## src/rtl/core/multi_stack_shared_buffer_core_assert.svh

```systemverilog
// Assertion macros shared by the multi-stack buffer RTL.
`ifndef MULTI_STACK_SHARED_BUFFER_CORE_ASSERT_SVH
`define MULTI_STACK_SHARED_BUFFER_CORE_ASSERT_SVH

// Property that must hold at every clock edge out of reset.
`define MSSB_ASSERT_ALWAYS(lbl, prop, msg) \
  lbl: assert property (@(posedge clk_i) disable iff (!rst_ni) (prop)) else $error(msg);

// Same-cycle implication.
`define MSSB_ASSERT_IMPLIES(lbl, ante, cons, msg) \
  lbl: assert property (@(posedge clk_i) disable iff (!rst_ni) (ante) |-> (cons)) \
    else $error(msg);

// Next-cycle implication.
`define MSSB_ASSERT_NEXT(lbl, ante, cons, msg) \
  lbl: assert property (@(posedge clk_i) disable iff (!rst_ni) (ante) |=> (cons)) \
    else $error(msg);

`endif

```

## src/rtl/core/mssb_pkg.sv

```systemverilog
// Shared types and constants for the multi-stack buffer.
package mssb_pkg;

  // Fixed field widths of the word ports
  localparam int STACK_ID_W = 3;
  localparam int VALUE_W    = 32;
  localparam int STATUS_W   = 2;

  // Operation codes
  typedef enum logic {
    KIND_PUSH = 1'b0,
    KIND_POP  = 1'b1
  } kind_e;

  // Result status codes
  typedef enum logic [STATUS_W-1:0] {
    ST_OK    = 2'd0,
    ST_FULL  = 2'd1,
    ST_EMPTY = 2'd2
  } status_e;

  // Controller to datapath commands
  typedef struct packed {
    logic accept;        // capture word, read top and free-head link
    logic fetch;         // read link and data of the top entry
    logic commit_look;   // finish push or failed op
    logic commit_fetch;  // finish successful pop
  } mssb_cmd_t;

  // Datapath to controller status
  typedef struct packed {
    logic need_fetch;    // current op is a pop that will succeed
  } mssb_sts_t;

endpackage

```

## src/rtl/core/mssb_ctrl.sv

```systemverilog
// Sequencing state machine and output handshake for the multi-stack buffer.
`include "multi_stack_shared_buffer_core_assert.svh"

module mssb_ctrl (
  input  logic              clk_i,
  input  logic              rst_ni,
  input  logic              in_valid_i,
  output logic              in_stall_o,
  output logic              out_valid_o,
  input  logic              out_stall_i,
  input  mssb_pkg::mssb_sts_t sts_i,
  output mssb_pkg::mssb_cmd_t cmd_o
);
  import mssb_pkg::*;

  localparam logic [1:0] S_IDLE  = 2'd0;
  localparam logic [1:0] S_LOOK  = 2'd1;
  localparam logic [1:0] S_FETCH = 2'd2;

  logic [1:0] state_q, state_d;
  logic       out_valid_q, out_valid_d;
  logic       out_free;
  logic       commit;

  assign out_free   = !out_valid_q || !out_stall_i;
  assign in_stall_o = (state_q != S_IDLE);
  assign out_valid_o = out_valid_q;
  assign commit     = cmd_o.commit_look || cmd_o.commit_fetch;

  // Next state and commands
  always_comb begin
    state_d            = state_q;
    cmd_o              = '0;
    case (state_q)
      S_IDLE: begin
        if (in_valid_i) begin
          cmd_o.accept = 1'b1;
          state_d      = S_LOOK;
        end
      end
      S_LOOK: begin
        if (sts_i.need_fetch) begin
          cmd_o.fetch = 1'b1;
          state_d     = S_FETCH;
        end else if (out_free) begin
          cmd_o.commit_look = 1'b1;
          state_d           = S_IDLE;
        end
      end
      S_FETCH: begin
        if (out_free) begin
          cmd_o.commit_fetch = 1'b1;
          state_d            = S_IDLE;
        end
      end
      default: begin
        state_d = S_IDLE;
      end
    endcase
  end

  // Output word valid
  always_comb begin
    out_valid_d = out_valid_q;
    if (commit) begin
      out_valid_d = 1'b1;
    end else if (out_valid_q && !out_stall_i) begin
      out_valid_d = 1'b0;
    end
  end

  always_ff @(posedge clk_i or negedge rst_ni) begin
    if (!rst_ni) begin
      state_q     <= S_IDLE;
      out_valid_q <= 1'b0;
    end else begin
      state_q     <= state_d;
      out_valid_q <= out_valid_d;
    end
  end

  `MSSB_ASSERT_IMPLIES(a_commit_slot_free, commit, out_free, "commit while output word blocked")
  `MSSB_ASSERT_NEXT(a_commit_sets_valid, commit, out_valid_q, "committed word not presented")
  `MSSB_ASSERT_NEXT(a_accept_to_look, cmd_o.accept, state_q == S_LOOK, "accept did not start lookup")

endmodule

```

## config.mk

```make
export PLATFORM = sky130hd
export DESIGN_NAME = mssb_ctrl
export DESIGN_NICKNAME = d
export VERILOG_FILES = /design/src/rtl/core/mssb_pkg.sv /design/src/rtl/core/mssb_ctrl.sv
export VERILOG_INCLUDE_DIRS = /design/src /design/src/rtl/core
export SDC_FILE = /design/constraint.sdc
export NUM_CORES = 1
export LEC_CHECK = 0
export ABC_AREA = 1
export BUFFER_PORTS_ARGS = -buffer_cell sky130_fd_sc_hd__buf_2
export CAP_MARGIN = 10
export CORE_AREA = 2 2 39 41
export CTS_CLUSTER_DIAMETER = 30
export DETAILED_ROUTE_END_ITERATION = 7
export DIE_AREA = 0 0 41 43
export SYNTH_ARGS = -nofsm -noshare
export SYNTH_HDL_FRONTEND = slang
export SYNTH_SLANG_ARGS = --single-unit
```

## constraint.sdc

```tcl
create_clock -name clk_i -period 2.5 [get_ports clk_i]
set_clock_uncertainty 0.1 [all_clocks]
set_input_delay 0.375 -clock clk_i [delete_from_list [all_inputs] [get_ports clk_i]]
set_output_delay 0.375 -clock clk_i [all_outputs]
set_load 0.05 [all_outputs]
```

# After elaboration in Yosys (flattened, before gate mapping)
# Index checks and enable logic that the tools add are counted.
dict set report word_totals {
  output_inout_bits 6
  inputBits 5
  regBits 3
  elab_cells 26
}
dict set report classes {
  mux 13
  reduce_logical 8
  eq_ne 3
}
# cell count
set ops {}
lappend ops {{1-bit two-way mux} 8}
lappend ops {{2-bit two-way mux} 4}
lappend ops {{2-bit one-hot mux with 3 select lines} 1}
lappend ops {{2-bit nonzero test} 2}
lappend ops {{2-bit by 1-bit == test with 1-bit output (second input constant)} 1}
lappend ops {{2-bit == test (second input constant)} 1}
lappend ops {{1-bit zero test} 2}
lappend ops {{2-bit zero test} 1}
lappend ops {{1-bit logical OR} 2}
lappend ops {{2-bit inequality test (second input constant)} 1}
lappend ops {{1-bit logical AND} 1}

# Longest topological paths before layout
# Gate-level depths: netlist (run 1).
dict set report depth {
  depth_word 7
  mapped_depth 4
  mapped_depth_nobuf 4
}

# Least setup slack after synthesis (run 1)
# Ideal clock, no wire load.
dict set report synth_path {
  path_kind {register to output}
  startpoint {register out_valid_q, in the netlist out_valid_o}
  endpoint {output cmd_o[0] (netlist bit)}
  required_ps 2025
  stages_incl_launch_ff 4
  slack_ps 547
  t_arrival_ps 1478
  cell_sequence {dfrtp_1 > nand2_1 > inv_1 > nor2_1}
}
# item line_no
set synth_rtl {}
lappend synth_rtl {{start, declared} mssb_ctrl.sv:21} ;# logic out_valid_q, out_valid_d;
lappend synth_rtl {{start signal, assigned} mssb_ctrl.sv:78} ;# out_valid_q <= out_valid_d;
lappend synth_rtl {{end, declared} mssb_ctrl.sv:12} ;# output mssb_pkg::mssb_cmd_t cmd_o

==> impl_metrics.toml, run 1 <==
[cts]
post_cts_buffers = 0
clk_latency_ns = 0.23
cts_tree = "done"
cts_num_sinks = 3
clk_path_buf_depth = 2
numCtsBuffers = 3
htree_num_levels = 1
clk_pin_slew_worst_paths_ns = 0.04
root_buffer = "clkbuf_4"
holdBufCountCts = 1
ctsResizeCount = 0

[global_routing]
grt_pass1_vias = 179
antenna_found_initial = 0
grt_max_degree = 5
grt-ovfl-total = 0
grtUsageTotal = 0.0543
grt_pass1_wl_um = 586

[cells_and_area]
area_growth_syn_to_layout_pct = 59.9
finalInstanceArea_um2 = 284
layout.cells.non_filler = 53
final_nets = 43
final_core_util = 0.205
antenna_cells = 0
drive_above_1_share = 0.568
num-fill-cells = 165

[routing]
first_iter_violations = 0
wire_per_inst_um = 6.70
drt-total-wl_um = 355
drtPass1Iterations = 1
drc_errors = 0
antenna_left = 0
via_per_inst = 3.45
num_vias = 183

[synth]
synth_area_um2 = 178
syn-num-nets = 27
synth-xor-area-share = 0
netlist_instances = 22
syn_area_per_cell_um2 = 8.08
synth_simple_gate_area_frac = 0.401
synth.area.mux_share = 0
synth_top_family_by_area = "simple AND/OR/NAND/NOR gates"
synthAdderAreaFrac = 0
synth-seq-cells = 3
yosysSeqAreaShare = 0.423
yosys_warnings = 0
synth_compound_area_frac = 0.0493
synth.distinct_cells = 11

[die]
rows = 14
die_w_um = 41
dieArea_um2 = 1760
die_h_um = 43
io_pins = 11
core_um2 = 1380
start_util = 0.128

[power]
p_total_uw = 277
ir_drop_v = 0.000129
power.leakage_nw = 0.175
pwr_density_cell_nw_per_um2 = 976

[placed_design]
placedCellCount = 48
placed_area_um2 = 248
pre_cts_ws_ns = 0.986
place_congestion = 0.614
portBuffers = 10

[timing]
max_freq_mhz = 601
post-route-period-util = 0.666
setup-tns-final_ns = 0
rsz0062_at_grt = "no"
finalSetupViolCount = 0
slew_viol_final = 0
timing.final.ws_setup_ns = 0.835
tightest_slew_ns = 0.249
slew_headroom = 0.835
min_period_ns = 1.67
hold_violations = 0
hold_slack_ns = 0.275

[worst_setup_path]
cp-end-kind = "primary output"
arrival_ns = 1.19
crit_type = "flop to primary output"
crit_fanout = 3
critical_path_required_ns = 2.03
startpoint_type = "flop"

[status]
status = "complete, no violations"

[flow_run]
maxCapViolations = 0

[min_path]
min_path_type = "input port to flop"
[sequential cells by signal, summed over array words and instances, names as in the netlist]
signal and flops:
state_q 2, out_valid_o 1
[layout by cell type (no fill, tap or decap)]
cell / n
nand2_2: 3
dlygate4sd3_1: 1
nor2_4: 1
inv_1: 5
clkbuf_1: 1
nor2_2: 1
nand3_2: 1
nand3_1: 2
dfrtp_1: 3
inv_2: 1
nor2_1: 1
buf_2: 10
nand2_1: 3
o21ai_2: 1
clkbuf_4: 3
[report_power, final]
part / switching, mW / internal, mW
logic: 0.0978 / 0.0289
clock network: 0.0246 / 0.0598
registers: 0.00688 / 0.0591
[per-layer routing]
| layer | track usage | share of wire | wire [um] |
|---|---|---|---|
| met5 | 0 | 0 | 0 |
| met4 | 0.0800 | 0 | 0 |
| met3 | 0.0157 | 0.068 | 24 |
| met2 | 0.0719 | 0.65 | 230 |
| met1 | 0.0518 | 0.28 | 101 |
[critical path: stages, from the launching register on]
cell	delay, ns
dfrtp_1	0.41
nor2_4	0.15
nand2_2	0.07
nor2_2	0.07
buf_2	0.26
[cell families (layout without fill, tap and decap cells)]
family	count (synthesis)	after routing
compound gates	1	1
simple gates	12	12
buf+inv	6	21
flops	3	3
[path summary, 6_finish.rpt]
path,startpoint,end,slack [ns],cells past startpoint
max in group asynchronous,rst_ni,out_valid_o$_DFFE_PN0P_,1.83,2
worst max-delay path,state_q[1]$_DFFE_PN0P_,cmd_o[1],0.83,4
min in group asynchronous,rst_ni,state_q[0]$_DFFE_PN0P_,0.36,2
worst min-delay path,sts_i,state_q[1]$_DFFE_PN0P_,0.28,3
worst max register to register,out_valid_o$_DFFE_PN0P_,state_q[0]$_DFFE_PN0P_,1.57,4
worst min register to register,state_q[0]$_DFFE_PN0P_,state_q[0]$_DFFE_PN0P_,0.45,3
[Yosys cell counts]
cell / number / area share
dfrtp_1: 3 / 0.42
nand2_2: 3 / 0.11
inv_2: 1 / 0.021
nand3_2: 1 / 0.056
nand3_1: 2 / 0.056
nand2_1: 3 / 0.063
nor2_2: 1 / 0.035
inv_1: 5 / 0.11
o21ai_2: 1 / 0.049
nor2_1: 1 / 0.021
nor2_4: 1 / 0.063
[cell type report]
cell class	count	area [um^2]	area share
Sequential cell	3	75.1	0.264
Clock buffer	4	26.3	0.0925
Inverter	6	22.5	0.0793
Timing Repair Buffer	11	60.1	0.211
Tap cell	16	20.0	0.0705
Multi-Input combinational cell	13	80.1	0.282
(Power assumes the default switching activity.)
==> inputs of run 2 (changes only) <==
- clock period: 2.5 -> 1.35 ns (I/O delays scaled with it)
==> run 2 against run 1 <==
Global-route usage up 2.4 points. The run now ends with setup timing left. Die area unchanged. Clock power rose by 88%.
==> impl_metrics.toml, run 2 (same netlist as run 1, synthesis figures left out) <==
[timing]
rsz0062_at_grt = "yes"
min_period_ns = 1.40
slew_headroom = 0.835
hold_violations = 0
tightest_slew_ns = 0.249
slew_viol_final = 0
finalSetupViolCount = 3
max_freq_mhz = 715
hold_slack_ns = 0.130
timing.final.ws_setup_ns = -0.0487
setup-tns-final_ns = -0.0927
post-route-period-util = 1.04

[routing]
wire_per_inst_um = 8.63
drtPass1Iterations = 2
num_vias = 208
drc_errors = 0
first_iter_violations = 1
antenna_left = 0
drt-total-wl_um = 483
via_per_inst = 3.71

[die]
dieArea_um2 = 1760
start_util = 0.128
core_um2 = 1380
io_pins = 11
die_h_um = 43
rows = 14
die_w_um = 41

[flow_run]
maxCapViolations = 0

[placed_design]
placed_area_um2 = 264
place_congestion = 0.718
dp_hpwl_um = 339
pre_cts_ws_ns = 0.0488
portBuffers = 10

[cells_and_area]
area_growth_syn_to_layout_pct = 99.3
layout.cells.most_common = "buf_2"
antenna_cells = 0
regMostFlops = "state_q"
drive_above_1_share = 0.725
final_cell_mix = "5 x buf_2, 4 x nand2_2, 4 x buf_4"
finalInstanceArea_um2 = 354
final_nets = 46
final_core_util = 0.256
largest_register_ffs = 2

[worst_setup_path]
crit_start = "state_q[1]$_DFFE_PN0P_"
cp-end-kind = "primary output"
startpoint_type = "flop"
rr_startpoint = "state_q[0]$_DFFE_PN0P_"
crit_fanout = 3
arrival_ns = 1.10
rrSetupSlack_ns = 0.34
crit_type = "flop to primary output"
critical_path_required_ns = 1.05

[cts]
clk_latency_ns = 0.23
cts_tree = "done"
htree_num_levels = 1
cts_num_sinks = 3
clk_pin_slew_worst_paths_ns = 0.04
root_buffer = "clkbuf_4"
numCtsBuffers = 3
clk_path_buf_depth = 2

[min_path]
min_path_type = "input port to flop"
min-delay-start = "in_valid_i"

[global_routing]
grt_pass1_wl_um = 779
grt_max_degree = 5
antenna_found_initial = 0
grt-ovfl-total = 0
grtUsageTotal = 0.0786
grt_pass1_vias = 217

[power]
power.leakage_nw = 0.191
ir_drop_v = 0.000328
pwr_density_cell_nw_per_um2 = 1660

[status]
status = "complete, but fails checks"
violations = "setup timing"
[run 2: routing by layer]
| layer | wire length (um) | up-vias | track usage | part of all wire |
|---|---|---|---|---|
| met4 | 0 | 0 | 0.120 | 0 |
| met2 | 271 | 8 | 0.0969 | 0.56 |
| li1 | - | 101 | - | - |
| met5 | 0 | - | 0 | 0 |
| met1 | 185 | 99 | 0.0651 | 0.38 |
| met3 | 26 | 0 | 0.0471 | 0.054 |
[run 2: timing repair]
action                     in CTS  in global routing
setup buffers                   3                  0
setup endpoints to repair       5                  5
hold endpoints to repair        3                  0
resized for setup              10                  3
pin swaps                       4                  0
hold buffers                    1                  0
[run 2: area by class of cell]
class | instances | area (um^2)
fillers | 162 | 1030
flip-flops and latches | 3 | 76.3
inverters | 6 | 22.5
clock buffers | 4 | 26.3
well taps | 16 | 20.0
repair buffers | 14 | 114
multi-input cells | 13 | 95.1
[run 2: critical path: stages (launching register included)]
cell	delay (ns)
dfrtp_1	0.40
nor2_4	0.13
nand2_2	0.09
nor2_4	0.08
buf_6	0.16
[run 2: worst paths after layout]
check,end,cells past startpoint
worst max-delay path,cmd_o[1],4
worst min-delay path,state_q[0]$_DFFE_PN0P_,3
worst max register to register,out_valid_o$_DFFE_PN0P_,5
worst min register to register,state_q[0]$_DFFE_PN0P_,3
max in group asynchronous,out_valid_o$_DFFE_PN0P_,2
min in group asynchronous,state_q[0]$_DFFE_PN0P_,2
[run 2: stage by stage]
| stage | instances | power [mW] |
|---|---|---|
| after floorplan | 22 | 0.325 |
| after global placement | 48 | 0.375 |
| after detailed placement | 48 | 0.377 |
| after CTS | 56 | 0.588 |
| after global routing | 56 | 0.616 |
| final | 56 | 0.587 |
[run 2: power by group]
group          internal, mW  switching (mW)
logic                0.0992           0.203
clock network         0.111          0.0485
registers             0.111          0.0146
total                 0.321           0.266
